--- src/rtl/svalloc_pkg.sv ---
// Shared types and codes for the synth voice allocator.
// No dependencies; imported by svalloc_dp, svalloc_ctrl and the top level.
package svalloc_pkg;

    typedef enum logic [1:0] {
        OP_NOTE_ON  = 2'd0,
        OP_NOTE_OFF = 2'd1,
        OP_ALL_OFF  = 2'd2,
        OP_RETIRE   = 2'd3
    } t_op;

    typedef enum logic [2:0] {
        ST_IGNORED        = 3'd0,
        ST_RETRIGGER      = 3'd1,
        ST_FREE           = 3'd2,
        ST_STOLE_RELEASED = 3'd3,
        ST_STOLE_HELD     = 3'd4,
        ST_DONE           = 3'd5
    } t_status;

    typedef struct packed {
        t_op        operation;
        logic [6:0] note;
        logic [6:0] velocity;
        logic [3:0] voice_slot;
    } t_event;

    typedef struct packed {
        t_status    status;
        logic [3:0] assigned_voice;
        logic [4:0] changed_count;
        logic [4:0] active_count;
    } t_result;

    // Controller to datapath
    typedef struct packed {
        logic load;
        logic scan;
        logic commit;
    } t_dp_cmd;

    // Datapath to controller
    typedef struct packed {
        logic need_scan;
        logic scan_last;
    } t_dp_sts;

endpackage

--- src/rtl/svalloc_ram.sv ---
// Generic single-port-write, single-port-read RAM with registered read data.
// No dependencies.
module svalloc_ram #(
    parameter int WIDTH = 8,
    parameter int DEPTH = 16
) (
    input  logic                                  i_clk,
    input  logic                                  i_we,
    input  logic [((DEPTH > 1) ? $clog2(DEPTH) : 1)-1:0] i_waddr,
    input  logic [WIDTH-1:0]                      i_wdata,
    input  logic [((DEPTH > 1) ? $clog2(DEPTH) : 1)-1:0] i_raddr,
    output logic [WIDTH-1:0]                      o_rdata
);

    logic [WIDTH-1:0] r_mem [DEPTH];
    logic [WIDTH-1:0] r_rdata;

    always_ff @(posedge i_clk) begin
        if (i_we) begin
            r_mem[i_waddr] <= i_wdata;
        end
        r_rdata <= r_mem[i_raddr];
    end

    assign o_rdata = r_rdata;

endmodule

--- src/rtl/svalloc_dp.sv ---
// Datapath of the voice allocator: voice marks, voice RAM, scan accumulators
// and the result register. Depends on svalloc_pkg and svalloc_ram.
module svalloc_dp
    import svalloc_pkg::*;
#(
    parameter int VOICES = 16
) (
    input  logic    i_clk,
    input  logic    i_rst_n,
    input  t_event  i_event,
    input  t_dp_cmd i_cmd,
    output t_dp_sts o_sts,
    output logic    o_valid,
    output t_result o_result
);

    localparam int VW = (VOICES > 1) ? $clog2(VOICES) : 1;
    localparam int CW = $clog2(VOICES + 1);
    localparam int DW = 7 + 7 + 32;

    typedef struct packed {
        logic [6:0]  note;
        logic [6:0]  velocity;
        logic [31:0] age;
    } t_vdata;

    // Control state
    logic [VOICES-1:0] r_active;
    logic [VOICES-1:0] r_released;
    logic [CW-1:0]     r_act_cnt;
    logic [31:0]       r_next_age;
    logic              r_valid;
    logic              r_rd_vld;

    // Item and scan payload
    t_event            r_evt;
    t_result           r_result;
    logic [VW-1:0]     r_addr;
    logic [VW-1:0]     r_rd_idx;
    logic              r_hit;
    logic [VW-1:0]     r_hit_idx;
    logic              r_free;
    logic [VW-1:0]     r_free_idx;
    logic              r_rel;
    logic [VW-1:0]     r_rel_idx;
    logic [31:0]       r_rel_age;
    logic              r_old;
    logic [VW-1:0]     r_old_idx;
    logic [31:0]       r_old_age;
    logic [CW-1:0]     r_changed;

    t_vdata            w_rd;
    t_vdata            w_wr;
    logic [DW-1:0]     w_rdata;
    logic              w_note_on;
    logic              w_match;
    logic [VW-1:0]     w_sel;
    t_status           w_status;
    logic              w_slot_ok;
    logic [VW-1:0]     w_slot;
    logic [31:0]       w_age_inc;
    logic [CW-1:0]     n_act_cnt;
    logic [CW-1:0]     w_changed;
    t_result           n_result;

    svalloc_ram #(
        .WIDTH (DW),
        .DEPTH (VOICES)
    ) u_ram (
        .i_clk   (i_clk),
        .i_we    (i_cmd.commit && w_note_on),
        .i_waddr (w_sel),
        .i_wdata (w_wr),
        .i_raddr (r_addr),
        .o_rdata (w_rdata)
    );

    assign w_rd      = t_vdata'(w_rdata);
    assign w_note_on = (r_evt.operation == OP_NOTE_ON) && (r_evt.velocity != 7'd0);
    assign w_match   = r_active[r_rd_idx] && (w_rd.note == r_evt.note);
    assign w_slot_ok = {3'd0, r_evt.voice_slot} < 7'(VOICES);
    assign w_slot    = VW'(r_evt.voice_slot);

    assign o_sts.need_scan = w_note_on || (r_evt.operation == OP_NOTE_OFF);
    assign o_sts.scan_last = (r_addr == VW'(VOICES - 1));

    // Wrap past all ones to 1, never to 0
    always_comb begin
        w_age_inc = r_next_age + 32'd1;
        if (w_age_inc == 32'd0) begin
            w_age_inc = 32'd1;
        end
    end

    // Pick the voice: retrigger, then free, then oldest released, then oldest
    always_comb begin
        if (r_hit) begin
            w_sel    = r_hit_idx;
            w_status = ST_RETRIGGER;
        end else if (r_free) begin
            w_sel    = r_free_idx;
            w_status = ST_FREE;
        end else if (r_rel) begin
            w_sel    = r_rel_idx;
            w_status = ST_STOLE_RELEASED;
        end else begin
            w_sel    = r_old_idx;
            w_status = ST_STOLE_HELD;
        end
    end

    assign w_wr.note     = r_evt.note;
    assign w_wr.velocity = r_evt.velocity;
    assign w_wr.age      = r_next_age;

    always_comb begin
        n_act_cnt = r_act_cnt;
        w_changed = '0;
        n_result.status         = ST_DONE;
        n_result.assigned_voice = 4'd0;
        unique case (r_evt.operation)
            OP_NOTE_ON: begin
                if (w_note_on) begin
                    n_result.status         = w_status;
                    n_result.assigned_voice = 4'(w_sel);
                    if (!r_hit && r_free) begin
                        n_act_cnt = r_act_cnt + CW'(1);
                    end
                end else begin
                    n_result.status = ST_IGNORED;
                end
            end
            OP_NOTE_OFF: begin
                w_changed = r_changed;
            end
            OP_ALL_OFF: begin
                w_changed = r_act_cnt;
            end
            OP_RETIRE: begin
                if (w_slot_ok && r_active[w_slot]) begin
                    w_changed = CW'(1);
                    n_act_cnt = r_act_cnt - CW'(1);
                end
            end
            default: begin
                n_result.status = ST_DONE;
            end
        endcase
        n_result.changed_count = (32'(w_changed) > 32'd31) ? 5'd31 : 5'(w_changed);
        n_result.active_count  = (32'(n_act_cnt) > 32'd31) ? 5'd31 : 5'(n_act_cnt);
    end

    always_ff @(posedge i_clk) begin
        if (!i_rst_n) begin
            r_active   <= '0;
            r_released <= '0;
            r_act_cnt  <= '0;
            r_next_age <= 32'd1;
            r_valid    <= 1'b0;
            r_rd_vld   <= 1'b0;
        end else begin
            r_valid  <= i_cmd.commit;
            r_rd_vld <= i_cmd.scan;
            r_rd_idx <= r_addr;

            if (i_cmd.load) begin
                r_evt     <= i_event;
                r_addr    <= '0;
                r_hit     <= 1'b0;
                r_free    <= 1'b0;
                r_rel     <= 1'b0;
                r_old     <= 1'b0;
                r_changed <= '0;
            end

            if (i_cmd.scan) begin
                r_addr <= r_addr + VW'(1);
            end

            // Fold one voice into the accumulators
            if (r_rd_vld) begin
                if (!r_hit && w_match) begin
                    r_hit     <= 1'b1;
                    r_hit_idx <= r_rd_idx;
                end
                if (!r_free && !r_active[r_rd_idx]) begin
                    r_free     <= 1'b1;
                    r_free_idx <= r_rd_idx;
                end
                if (r_released[r_rd_idx] && (!r_rel || w_rd.age < r_rel_age)) begin
                    r_rel     <= 1'b1;
                    r_rel_idx <= r_rd_idx;
                    r_rel_age <= w_rd.age;
                end
                if (!r_old || w_rd.age < r_old_age) begin
                    r_old     <= 1'b1;
                    r_old_idx <= r_rd_idx;
                    r_old_age <= w_rd.age;
                end
                if ((r_evt.operation == OP_NOTE_OFF) && w_match) begin
                    r_released[r_rd_idx] <= 1'b1;
                    r_changed            <= r_changed + CW'(1);
                end
            end

            if (i_cmd.commit) begin
                r_result  <= n_result;
                r_act_cnt <= n_act_cnt;
                unique case (r_evt.operation)
                    OP_NOTE_ON: begin
                        if (w_note_on) begin
                            r_active[w_sel]   <= 1'b1;
                            r_released[w_sel] <= 1'b0;
                            r_next_age        <= w_age_inc;
                        end
                    end
                    OP_ALL_OFF: begin
                        r_released <= '1;
                    end
                    OP_RETIRE: begin
                        if (w_slot_ok) begin
                            r_active[w_slot]   <= 1'b0;
                            r_released[w_slot] <= 1'b0;
                        end
                    end
                    default: begin
                        r_next_age <= r_next_age;
                    end
                endcase
            end
        end
    end

    assign o_valid  = r_valid;
    assign o_result = r_result;

    a_cnt_tracks: assert property (@(posedge i_clk) disable iff (!i_rst_n)
        32'(r_act_cnt) == $countones(r_active))
        else $error("active count out of step with active marks");

    a_age_nonzero: assert property (@(posedge i_clk) disable iff (!i_rst_n)
        r_next_age != 32'd0)
        else $error("age stamp reached zero");

    a_single_word: assert property (@(posedge i_clk) disable iff (!i_rst_n)
        r_valid |=> !r_valid)
        else $error("result word held longer than one cycle");

    a_take_active: assert property (@(posedge i_clk) disable iff (!i_rst_n)
        (i_cmd.commit && w_note_on) |=> r_active[$past(w_sel)] && !r_released[$past(w_sel)])
        else $error("note-on did not claim its voice");

endmodule

--- src/rtl/svalloc_ctrl.sv ---
// Controller state machine of the voice allocator: sequences load, scan,
// drain and commit. Depends on svalloc_pkg.
module svalloc_ctrl
    import svalloc_pkg::*;
(
    input  logic    i_clk,
    input  logic    i_rst_n,
    input  logic    start,
    output logic    busy,
    input  t_dp_sts i_sts,
    output t_dp_cmd o_cmd
);

    typedef enum logic [1:0] {
        S_IDLE,
        S_SCAN,
        S_DRAIN,
        S_COMMIT
    } t_state;

    t_state r_state;
    t_state n_state;
    logic   r_busy;

    always_comb begin
        n_state      = r_state;
        o_cmd.load   = 1'b0;
        o_cmd.scan   = 1'b0;
        o_cmd.commit = 1'b0;
        unique case (r_state)
            S_IDLE: begin
                if (start) begin
                    o_cmd.load = 1'b1;
                    n_state    = S_SCAN;
                end
            end
            S_SCAN: begin
                if (!i_sts.need_scan) begin
                    n_state = S_COMMIT;
                end else begin
                    o_cmd.scan = 1'b1;
                    if (i_sts.scan_last) begin
                        n_state = S_DRAIN;
                    end
                end
            end
            S_DRAIN: begin
                n_state = S_COMMIT;
            end
            S_COMMIT: begin
                o_cmd.commit = 1'b1;
                n_state      = S_IDLE;
            end
            default: begin
                n_state = S_IDLE;
            end
        endcase
    end

    always_ff @(posedge i_clk) begin
        if (!i_rst_n) begin
            r_state <= S_IDLE;
            r_busy  <= 1'b0;
        end else begin
            r_state <= n_state;
            r_busy  <= (n_state != S_IDLE);
        end
    end

    assign busy = r_busy;

endmodule

--- src/rtl/synth_voice_allocator_core.sv ---
// Top level of the polyphonic voice allocator with oldest-voice stealing.
// Depends on svalloc_pkg, svalloc_ctrl, svalloc_dp (and svalloc_ram below it).
//
// Events: note-on with nonzero velocity and note-off scan the voice RAM one
//   entry a cycle; zero-velocity note-on, all-off and retire skip the scan.
//   One event at a time (single RAM read port): a new one is accepted only
//   once the controller is back in idle after the commit.
// Reset (synchronous, active low): clear active/released marks and the active
//   count, set the age stamp to 1. No clearing pass; RAM entries matter only once
//   written, since every voice has been rewritten before its data can count.
module synth_voice_allocator_core
    import svalloc_pkg::*;
#(
    parameter int VOICES = 16
) (
    input  logic    i_clk,
    input  logic    i_rst_n,
    input  logic    start,
    output logic    busy,
    input  t_event  i_event,
    output logic    o_valid,
    output t_result o_result
);

    // Command and status between the sequencer and the voice datapath
    t_dp_cmd w_cmd;
    t_dp_sts w_sts;

    // Sequencer: accept a word while idle, then scan, drain and commit
    svalloc_ctrl u_ctrl (
        .i_clk   (i_clk),
        .i_rst_n (i_rst_n),
        .start   (start),
        .busy    (busy),
        .i_sts   (w_sts),
        .o_cmd   (w_cmd)
    );

    // Voice table, selection accumulators and the result register; the
    // result word is held for exactly one cycle with o_valid high
    svalloc_dp #(
        .VOICES (VOICES)
    ) u_dp (
        .i_clk    (i_clk),
        .i_rst_n  (i_rst_n),
        .i_event  (i_event),
        .i_cmd    (w_cmd),
        .o_sts    (w_sts),
        .o_valid  (o_valid),
        .o_result (o_result)
    );

endmodule
--- config.mk ---
export PLATFORM = sky130hd
export DESIGN_NAME = synth_voice_allocator_core
export DESIGN_NICKNAME = d
export VERILOG_FILES = /design/src/rtl/svalloc_pkg.sv /design/src/rtl/svalloc_ram.sv /design/src/rtl/svalloc_dp.sv /design/src/rtl/svalloc_ctrl.sv /design/src/rtl/synth_voice_allocator_core.sv
export SDC_FILE = /design/constraint.sdc
export NUM_CORES = 1
export LEC_CHECK = 0
export ABC_AREA = 0
export BUFFER_PORTS_ARGS = -buffer_cell sky130_fd_sc_hd__buf_4
export CELL_PAD_IN_SITES_DETAIL_PLACEMENT = 0
export CELL_PAD_IN_SITES_GLOBAL_PLACEMENT = 1
export CORE_UTILIZATION = 50
export CTS_BUF_LIST = sky130_fd_sc_hd__clkbuf_16
export DETAILED_ROUTE_END_ITERATION = 12
export GPL_ROUTABILITY_DRIVEN = 0
export GPL_TIMING_DRIVEN = 0
export PLACE_DENSITY = 0.75
export SYNTH_ARGS = -nofsm -noshare
export SYNTH_HDL_FRONTEND = slang
export SYNTH_SLANG_ARGS = --single-unit
--- constraint.sdc ---
create_clock -name i_clk -period 5.9 [get_ports i_clk]
set_clock_uncertainty 0.15 [all_clocks]
set_input_delay 0.59 -clock i_clk [delete_from_list [all_inputs] [get_ports i_clk]]
set_output_delay 0.59 -clock i_clk [all_outputs]
set_load 0.01 [all_outputs]
; Yosys cells after proc, flatten, opt, wreduce, memory -nomap -nowiden
; Memory sizes are Yosys's and may differ from the RTL's. A register that Yosys moved wholly into a read port is not among the register bits.
; Cells that the tools add are included.
[totals]
elab_cells = 161
ram_bits = 736
register_bits = 208
mem_count = 1
[classes]
mux = 62
eq_ne = 9
reduce_logical = 37
n_addsub = 5
magnitude_cmp = 8
bitwise_logic = 9
[mem_list]
columns = memory, depth, word_bits, rd, rd_clocked_by_memory_dff, wr, line
row1 = u_dp.u_ram.r_mem, 16, 46, 1, 1, 1, svalloc_ram.sv:15  ; logic [WIDTH-1:0] r_mem [DEPTH];
[ops]
columns = cell, n
row1 = 16-bit two-way mux, 6
row2 = 32-bit < comparator, 2
row3 = 16-bit AND, 3
row4 = 16-bit case mux with 3 select lines, 1
row5 = "32-bit by 1-bit adder with 32-bit output, second input constant", 1
row6 = 32-bit zero test, 1
row7 = 32-bit two-way mux, 1
row8 = 16-bit inverter, 2
row9 = 16-bit bitwise OR, 2
row10 = 16-bit case mux with 2 select lines, 1
row11 = 5-bit two-way mux, 6
row12 = 1-bit two-way mux, 26
row13 = 4-bit two-way mux, 5
row14 = 3-bit AND reduction, 6
row15 = "4-bit by 5-bit < comparator with 1-bit output, second input constant", 3
row16 = 5-bit case mux with 3 select lines, 1
row17 = 1-bit binary-select mux with 4-bit select, 3
row18 = 1-bit demux with 4-bit select, 3
row19 = "4-bit by 1-bit greater-or-equal comparator with 1-bit output, second input constant", 3
row20 = 3-bit two-way mux, 4
row21 = 1-bit logical AND, 11
row22 = "5-bit by 1-bit adder with 5-bit output, second input constant", 2
row23 = 5-bit case mux with 2 select lines, 1
row24 = "2-bit == test, second input constant", 4
row25 = 16 further kinds, 32

; Longest topological paths before layout
; Gate-level depths: netlist (run 1).
[depth]
word_depth = 12
mapped_depth = 9
depth_no_buf = 9

; Modules after synthesis
; A second synthesis (run 1) with hierarchy kept.
[hier_totals]
hier_cells = 2235
area_unflattened_um2 = 39507.9
[by_module_without_submodules]
columns = module, cells_each, instances, area_per_inst_um2
row1 = svalloc_ram, 1191, 1, 28493.6
row2 = svalloc_dp, 1029, 1, 10870.4
row3 = svalloc_ctrl, 15, 1, 143.9

; Least setup slack after synthesis (run 1)
; No wires, ideal clock.
[synth_path]
path_kind = flip-flop to flip-flop
startpoint = reg u_dp.r_rel_age[25]
endpoint = reg u_dp.r_rel_age[0] (enable)
t_required_ns = 5.231
path_buffers = 0
slack_ns = 0.220
stages_incl_launch_ff = 10
t_arrival_ns = 5.011
setup_time_ns = 0.519
path_cell_list = edfxtp_1 -> inv_1 -> ha_1 -> a21o_1 -> a21o_1 -> a21o_1 -> a211oi_1 -> o21ai_0 -> o2bb2ai_1 -> nor4_1
[synth_between]
elab_chain_len = 4
[synth_lines]
columns = item, line
row1 = "start, declared", svalloc_dp.sv:46  ; logic [31:0] r_rel_age;
row2 = "start signal, assigned", svalloc_dp.sv:193  ; r_rel_age <= w_rd.age;
row3 = 32-bit < comparator, svalloc_dp.sv:190  ; if (r_released[r_rd_idx] && (!r_rel || w_rd.age < r_rel_age)) begin
row4 = 1-bit logical OR, svalloc_dp.sv:190
row5 = 1-bit logical AND, svalloc_dp.sv:190
row6 = 3-bit AND reduction (no source line), --
; Every way passes these cells.
; A chain may end at the register's enable or synchronous reset.

; Worst setup path in the final report (run 1)
[layout_path]
startpoint = reg u_dp.r_evt[6] (netlist bit)
endpoint = mem u_dp.u_ram.r_mem[8][9] (netlist bit) (enable)
[layout_between]
elab_chain_len = 5
[layout_lines]
columns = item, line
row1 = "start, declared", svalloc_dp.sv:36  ; t_event r_evt;
row2 = "start signal, assigned", svalloc_dp.sv:167  ; r_evt <= i_event;
row3 = 7-bit nonzero test, svalloc_dp.sv:79  ; assign w_note_on = (r_evt.operation == OP_NOTE_ON) && (r_evt.velocity != 7'd0);
row4 = 1-bit logical AND, svalloc_dp.sv:79
row5 = 1-bit logical AND, svalloc_dp.sv:71  ; .i_we (i_cmd.commit && w_note_on),
row6 = 1-bit two-way mux, svalloc_ram.sv:19  ; if (i_we) begin
row7 = 1-bit two-way mux (not written as such), svalloc_ram.sv:20  ; r_mem[i_waddr] <= i_wdata;
row8 = "end, declared", svalloc_ram.sv:15
; Every way passes these cells.

==> results of run 1 <==
==> flip-flops by register name (all words and copies together), names as in the netlist, 2 cells and up <==
name                flops
u_ctrl.r_state          2
u_dp.o_result          17
u_dp.r_act_cnt          5
u_dp.r_active          16
u_dp.r_addr             4
u_dp.r_changed          5
u_dp.r_evt             16
u_dp.r_free_idx         4
u_dp.r_hit_idx          4
u_dp.r_next_age        32
u_dp.r_old_age         32
u_dp.r_old_idx          4
u_dp.r_rd_idx           4
u_dp.r_rel_age         32
u_dp.r_rel_idx          4
u_dp.r_released        16
u_dp.u_ram.o_rdata     39
u_dp.u_ram.r_mem      624
u_dp.w_slot             4
==> final timing paths <==
path	start	endpoint	slack (ns)	cells after the start
hold reg to reg	u_dp.r_addr[2]	u_dp.r_rd_idx[2]	0.30	0
setup / recovery	u_dp.r_evt[6]	u_dp.u_ram.r_mem[8][9]	1.14	8
hold / removal	start	u_ctrl.r_state[0]	0.11	2
setup reg to reg	u_dp.r_evt[6]	u_dp.u_ram.r_mem[8][9]	1.14	8
==> cell type report <==
type / count / area (µm²)
clock inverter: 68 / 684
timing repair buffer: 94 / 1160
fill: 5177 / 28600
clock buffer: 89 / 2230
sequential: 871 / 25000
tap: 931 / 1160
multi-input combinational: 923 / 9640
buffer: 98 / 407
inverter: 82 / 308
antenna: 1 / 2.50
==> metrics by stage <==
| stage | power [mW] | setup WS [ns] | area (µm²) | setup TNS (ns) | hold slack (ns) |
|---|---|---|---|---|---|
| final | 13.0 | 1.14 | 40600 | 0 | 0.111 |
| after global routing | 13.3 | 0.921 | 40600 | 0 | 0.131 |
| after CTS | 13.0 | 1.15 | 40600 | 0 | 0.0876 |
| after detailed placement | 7.44 | 1.18 | 37500 | 0 | 0.283 |
| after global placement | 7.42 | -2.53 | 36700 | -728.34 | 0.286 |
| after floorplan | 7.23 | 0.220 | 35200 | 0 | 0.274 |
==> cells in the mapped netlist (21+ instances only) <==
cell type,number
nor2_1,88
o21ai_0,58
nand4_1,29
dfxtp_1,113
nor3_1,25
ha_1,73
nand2b_1,21
nand3_1,46
clkbuf_1,66
mux4_2,210
xor2_1,29
nand2_1,68
inv_1,82
edfxtp_1,758
a21oi_1,49
==> critical path, cell delays in order, from the launching register on <==
cell and delay [ns]:
edfxtp_1 0.37, nor4_1 0.49, a21oi_1 0.25, nand2_1 0.52, clkbuf_1 0.92, buf_1 0.98, nor2_4 0.33, buf_16 0.28
buf_12 0.17
==> logic make-up after synthesis <==
family / share of synthesized area
adders and majority gates: 0.0259
DFF: 0.710
AOI/OAI and AO/OA: 0.0398
and+or+nand+nor: 0.0540
buffers and inverters: 0.0203
muxes: 0.137
xor gates and xnor gates: 0.0122
==> what timing repair did <==
action | CTS | global route
endpoints found under the hold margin | 20 | 0
buffers inserted | 0 | 0
endpoints found under the setup margin | 0 | 0
hold buffers | 20 | 0
==> routing by layer <==
metal	up-vias	wire length (µm)
li1	8286	-
met1	9773	34000
met2	742	40300
met3	151	6000
met4	4	2640
met5	-	24
==> report_power, final <==
group	internal, mW	switching [mW]
Clock	3.34	2.29
Sequential	6.69	0.0624
Combinational	0.249	0.321
Total	10.3	2.67
==> flow_summary.ini, run 1 <==
[run_status]
status = finished clean

[logic_synthesis]
synth-edff-count = 758
yosys-top-cells-area = edfxtp_1 65%, mux4_2 13%, dfxtp_1 6.4%, ha_1 2.6%, nor2_1 0.94%
synth_ff_type = edfxtp_1
yosysTopAreaCellShare = 0.646
ys_ff_latch = 871
yosysTopAreaCell = edfxtp_1
ys_seq_area_frac = 0.710
avgSynthCellArea_um2 = 17.8
syn_inst = 1974
ys_types = 65
synth_warnings = 0
syn_area_mm2 = 0.0352
synth.net_count = 2070
synthArstFlopShare = 0

[sta]
finalSetupViolations = 0
worstMarginPinSlew_ns = 1.37
fin_crit_ns = 4.76
fin_crit_sh = 0.807
relSlewSlack = 0.0796
maxSlewViolCount = 0
fmax_mhz = 210
rsz0062_at_grt = false
hold_viol = 0

[clock_network]
root_buffer = clkbuf_16
clock_latency_ns = 0.64
cts.path.max_buffers = 3
numCtsBuffers = 86
clkTransAtPathRegs_ns = 0.06
cts_tree = built
htreeDepth = 3
clock_sinks = 871
post_cts_resized = 0

[placement]
dp.cells = 2978
port_buffers = 41
hpwl_um = 53300

[grt]
grt_usage = 0.238
grt_pass1_wl_um = 122000
antenna_found_initial = 7
busiest_layer = met2
grt.met1_usage = 0.325
grt_use_met2 = 0.384
grt_pass1_vias = 19100
grt_start_max_net_pins = 24
use_met3 = 0.0435
grt-ovfl-total = 0

[finish]
layout_common_cells = 758 x edfxtp_1, 210 x mux4_2, 113 x dfxtp_1
drive_gt1_frac = 0.206
utilization = 0.587
area_growth_pct = 15.3
nNetsFinal = 2252
layout.cells.non_filler = 3157
final_common_cell = edfxtp_1

[route]
ant_nets = 0
drt-total-wl_um = 82900
vias = 19000
drc = 0
drt-wirelength-per-cell_um = 26.3
firstDrtPassIters = 6
drt_iter0_markers = 2050
viasPerCell = 6.00

[power_and_ir_drop]
powerDensity_mw_per_mm2 = 319
p_leak_nw = 13.4
ir_drop_v = 0.000347

[worst_setup_path]
cp.arrival_ns = 4.98
critPathKind = reg -> reg
cp-start-kind = flop
crit_fanout = 17
crit_path_end_kind = flop
required_ns = 6.12

[floorplan]
die-area_mm2 = 0.0715
rows = 96
start_util = 0.509
die_height_um = 267
fp.dieW_um = 267
core_mm2 = 0.0692
ios = 42

[run]
cap_violations = 0

[worst_hold_path]
hold_path.class = in -> reg
Power figures use the tool's default switching activity.
==> run 2: changes to the inputs <==
--- a/config.mk
+++ b/config.mk
@@ -5,16 +5,16 @@
 export SDC_FILE = /design/constraint.sdc
 export NUM_CORES = 1
 export LEC_CHECK = 0
-export ABC_AREA = 0
+export ABC_AREA = 1
 export BUFFER_PORTS_ARGS = -buffer_cell sky130_fd_sc_hd__buf_4
 export CELL_PAD_IN_SITES_DETAIL_PLACEMENT = 0
 export CELL_PAD_IN_SITES_GLOBAL_PLACEMENT = 1
-export CORE_UTILIZATION = 50
+export CORE_UTILIZATION = 52
 export CTS_BUF_LIST = sky130_fd_sc_hd__clkbuf_16
 export DETAILED_ROUTE_END_ITERATION = 12
 export GPL_ROUTABILITY_DRIVEN = 0
 export GPL_TIMING_DRIVEN = 0
-export PLACE_DENSITY = 0.75
+export PLACE_DENSITY = 0.79
 export SYNTH_ARGS = -nofsm -noshare
 export SYNTH_HDL_FRONTEND = slang
 export SYNTH_SLANG_ARGS = --single-unit
==> constraint.sdc (replaced) <==
create_clock -name i_clk -period 4.4 [get_ports i_clk]
set_clock_uncertainty 0.15 [all_clocks]
set_input_delay 0.44 -clock i_clk [delete_from_list [all_inputs] [get_ports i_clk]]
set_output_delay 0.44 -clock i_clk [all_outputs]
set_load 0.01 [all_outputs]
==> flow_summary.ini, run 2 <==
[worst_hold_path]
hold_start = i_rst_n
min_path_cells = 3
hold_path.class = in -> reg

[sta]
relSlewSlack = 0.178
hold_viol = 0
fmax_mhz = 255
fin_crit_ns = 3.92
holdWs_ns = 0.0512
maxSlewViolCount = 0
finalSetupViolations = 0
fin_crit_sh = 0.892
fin_ws_ns = 0.476
worstMarginPinSlew_ns = 1.23
rsz0062_at_grt = false

[route]
drt-wirelength-per-cell_um = 23.8
viasPerCell = 5.93
ant_nets = 0
drt_iter0_markers = 3123
drc = 0
firstDrtPassIters = 8
drt-total-wl_um = 102000
vias = 25500

[floorplan]
core_mm2 = 0.0689
fp.dieW_um = 267
start_util = 0.529
die_height_um = 267
die-area_mm2 = 0.0712
rows = 96
ios = 42

[clock_network]
clkTransAtPathRegs_ns = 0.06
clock_latency_ns = 0.67
cts.path.max_buffers = 3
cts_tree = built
numCtsBuffers = 90
root_buffer = clkbuf_16
clock_sinks = 871
htreeDepth = 3

[power_and_ir_drop]
power_frac_seq = 0.509
p_leak_nw = 14.7
powerDensity_mw_per_mm2 = 428
comb_power_share = 0.064
sw_frac_of_total = 0.231
intPower_mw = 13.7
clock_power_share = 0.427
power.switching_mw = 4.12
ir_drop_v = 0.000345

[logic_synthesis]
yosysTopAreaCellShare = 0.624
syn_inst = 3117
synth_most_common_cell = edfxtp_1
ys_seq_area_frac = 0.686
synth_common_cells = 758 x edfxtp_1, 513 x nor2_1, 465 x nand2_1, 219 x o21ai_0, 183 x inv_1
syn_area_mm2 = 0.0365
synth_warnings = 0
synth_ff_type = edfxtp_1
synth-edff-count = 758
yosys-top-cells-area = edfxtp_1 62%, dfxtp_1 6.2%, nor2_1 5.3%, nand2_1 4.8%, o21ai_0 3.0%
yosysTopAreaCell = edfxtp_1
ys_ff_latch = 871
synthArstFlopShare = 0
avgSynthCellArea_um2 = 11.7
synth.net_count = 3213
ys_types = 39

[worst_setup_path]
cp.arrival_ns = 4.09
rr_worst_depth = 8
r2r-start = u_dp.r_evt[18]
crit_fanout = 21
crit_path_end_kind = flop
critPathTopFamily = buffers and inverters
cp_slowest_cell = nor2_4
required_ns = 4.57
slowest_delay_ns = 0.86
path_cells = inv_1, ha_1, o21ai_2, nor2_1, clkinv_1, clkbuf_1, nor2_4, buf_12
worst-path-stages = 8
critPathKind = reg -> reg
crit_buf_inv = 4
cp-start-kind = flop
startpoint = u_dp.r_evt[18]

[grt]
busiest_layer = met2
grt_pass1_wl_um = 151000
grt_use_met2 = 0.459
grt_usage = 0.289
use_met3 = 0.0458
antenna_found_initial = 3
grt-ovfl-total = 0
grt_start_max_net_pins = 31
grt.met1_usage = 0.396
grt_pass1_vias = 24600

[finish]
final_common_cell = edfxtp_1
area_growth_pct = 14.4
nNetsFinal = 3387
drive_gt1_frac = 0.0849
layout_common_cells = 758 x edfxtp_1, 493 x nor2_1, 465 x nand2_1
regMostFlops = u_dp.u_ram.r_mem
largest_reg_flops = 624
utilization = 0.605
layout.cells.non_filler = 4300

[placement]
place_ws_ns = 0.529
hpwl_um = 69900
port_buffers = 41
dp.cells = 4109

[run_status]
status = finished clean

[run]
cap_violations = 0
[run 2: cell count changes after synthesis, moves of 23 or more]
cell,previous run,this run
buf_2,10,35
a21oi_1,49,123
nor2_1,88,513
o221ai_1,0,65
nand2_1,68,465
o21ai_0,58,219
inv_1,82,183
o32ai_1,0,93
mux2i_1,11,63
nand3_1,46,110
mux4_2,210,0
o211ai_1,5,28
clkbuf_1,66,110
[run 2: cell type report]
type                       count  area, µm²
antenna                        1       2.50
buffer                       154        629
clock buffer                  95       2380
clock inverter                74        637
fill                        5493      27200
inverter                     194        728
multi-input combinational   1898      10200
sequential                   871      25000
tap                          931       1160
timing repair buffer          82        933
[run 2: worst reg2reg max path: cells and delay by family, from the launching register on]
family | cells | cell delay [ns]
flip-flops | 1 | 0.44
AND/OR/NAND/NOR | 2 | 1.28
adder cells (fa/ha/maj) | 1 | 0.22
AO/OA/AOI/OAI | 1 | 0.14
buffers and inverters | 4 | 1.35
[run 2: power groups by stage]
stage / Sequential (mW) / Clock [mW] / Combinational, mW
floorplan: 9.24 / 0 / 0.658
global placement: 9.27 / 0 / 1.06
detailed placement: 9.27 / 0 / 1.10
CTS: 9.10 / 7.69 / 1.13
global route: 9.11 / 7.98 / 1.23
finish: 9.10 / 7.63 / 1.14
[run 2: logic make-up after synthesis]
| group | synth area share |
|---|---|
| AOI/OAI and AO/OA | 0.0998 |
| xor gates and xnor gates | 0.00408 |
| adders and majority gates | 0.0250 |
| buffers and inverters | 0.0372 |
| DFF | 0.686 |
| muxes | 0.0173 |
| and+or+nand+nor | 0.131 |
[run 2: worst paths after layout]
path	end	slack [ns]
worst min register to register	u_dp.r_old_age[10]	0.35
worst max-delay path	u_dp.u_ram.r_mem[15][21]	0.48
worst min-delay path	u_dp.r_act_cnt[4]	0.05
worst max register to register	u_dp.u_ram.r_mem[15][21]	0.48
[run 2: through the flow]
step / total power, mW / instance area (µm²) / setup TNS [ns]
final: 17.9 / 41700 / 0
after global routing: 18.3 / 41700 / 0
after CTS: 17.9 / 41700 / 0
after detailed placement: 10.4 / 38500 / 0
after global placement: 10.3 / 38000 / -983.68
after floorplan: 9.90 / 36500 / 0
[run 2: timing repair]
item                                   CTS  global route
buffers inserted                         0             0
gates resized for setup                  0             0
hold buffers                            21             0
endpoints found under the hold margin   21             0
[run 2: metal layers]
metal  vias to the layer above  part of all wire
li1                      11600                 -
met1                     12500              0.41
met2                      1258              0.46
met3                       238             0.086
met4                         0             0.044
met5                         -                 0
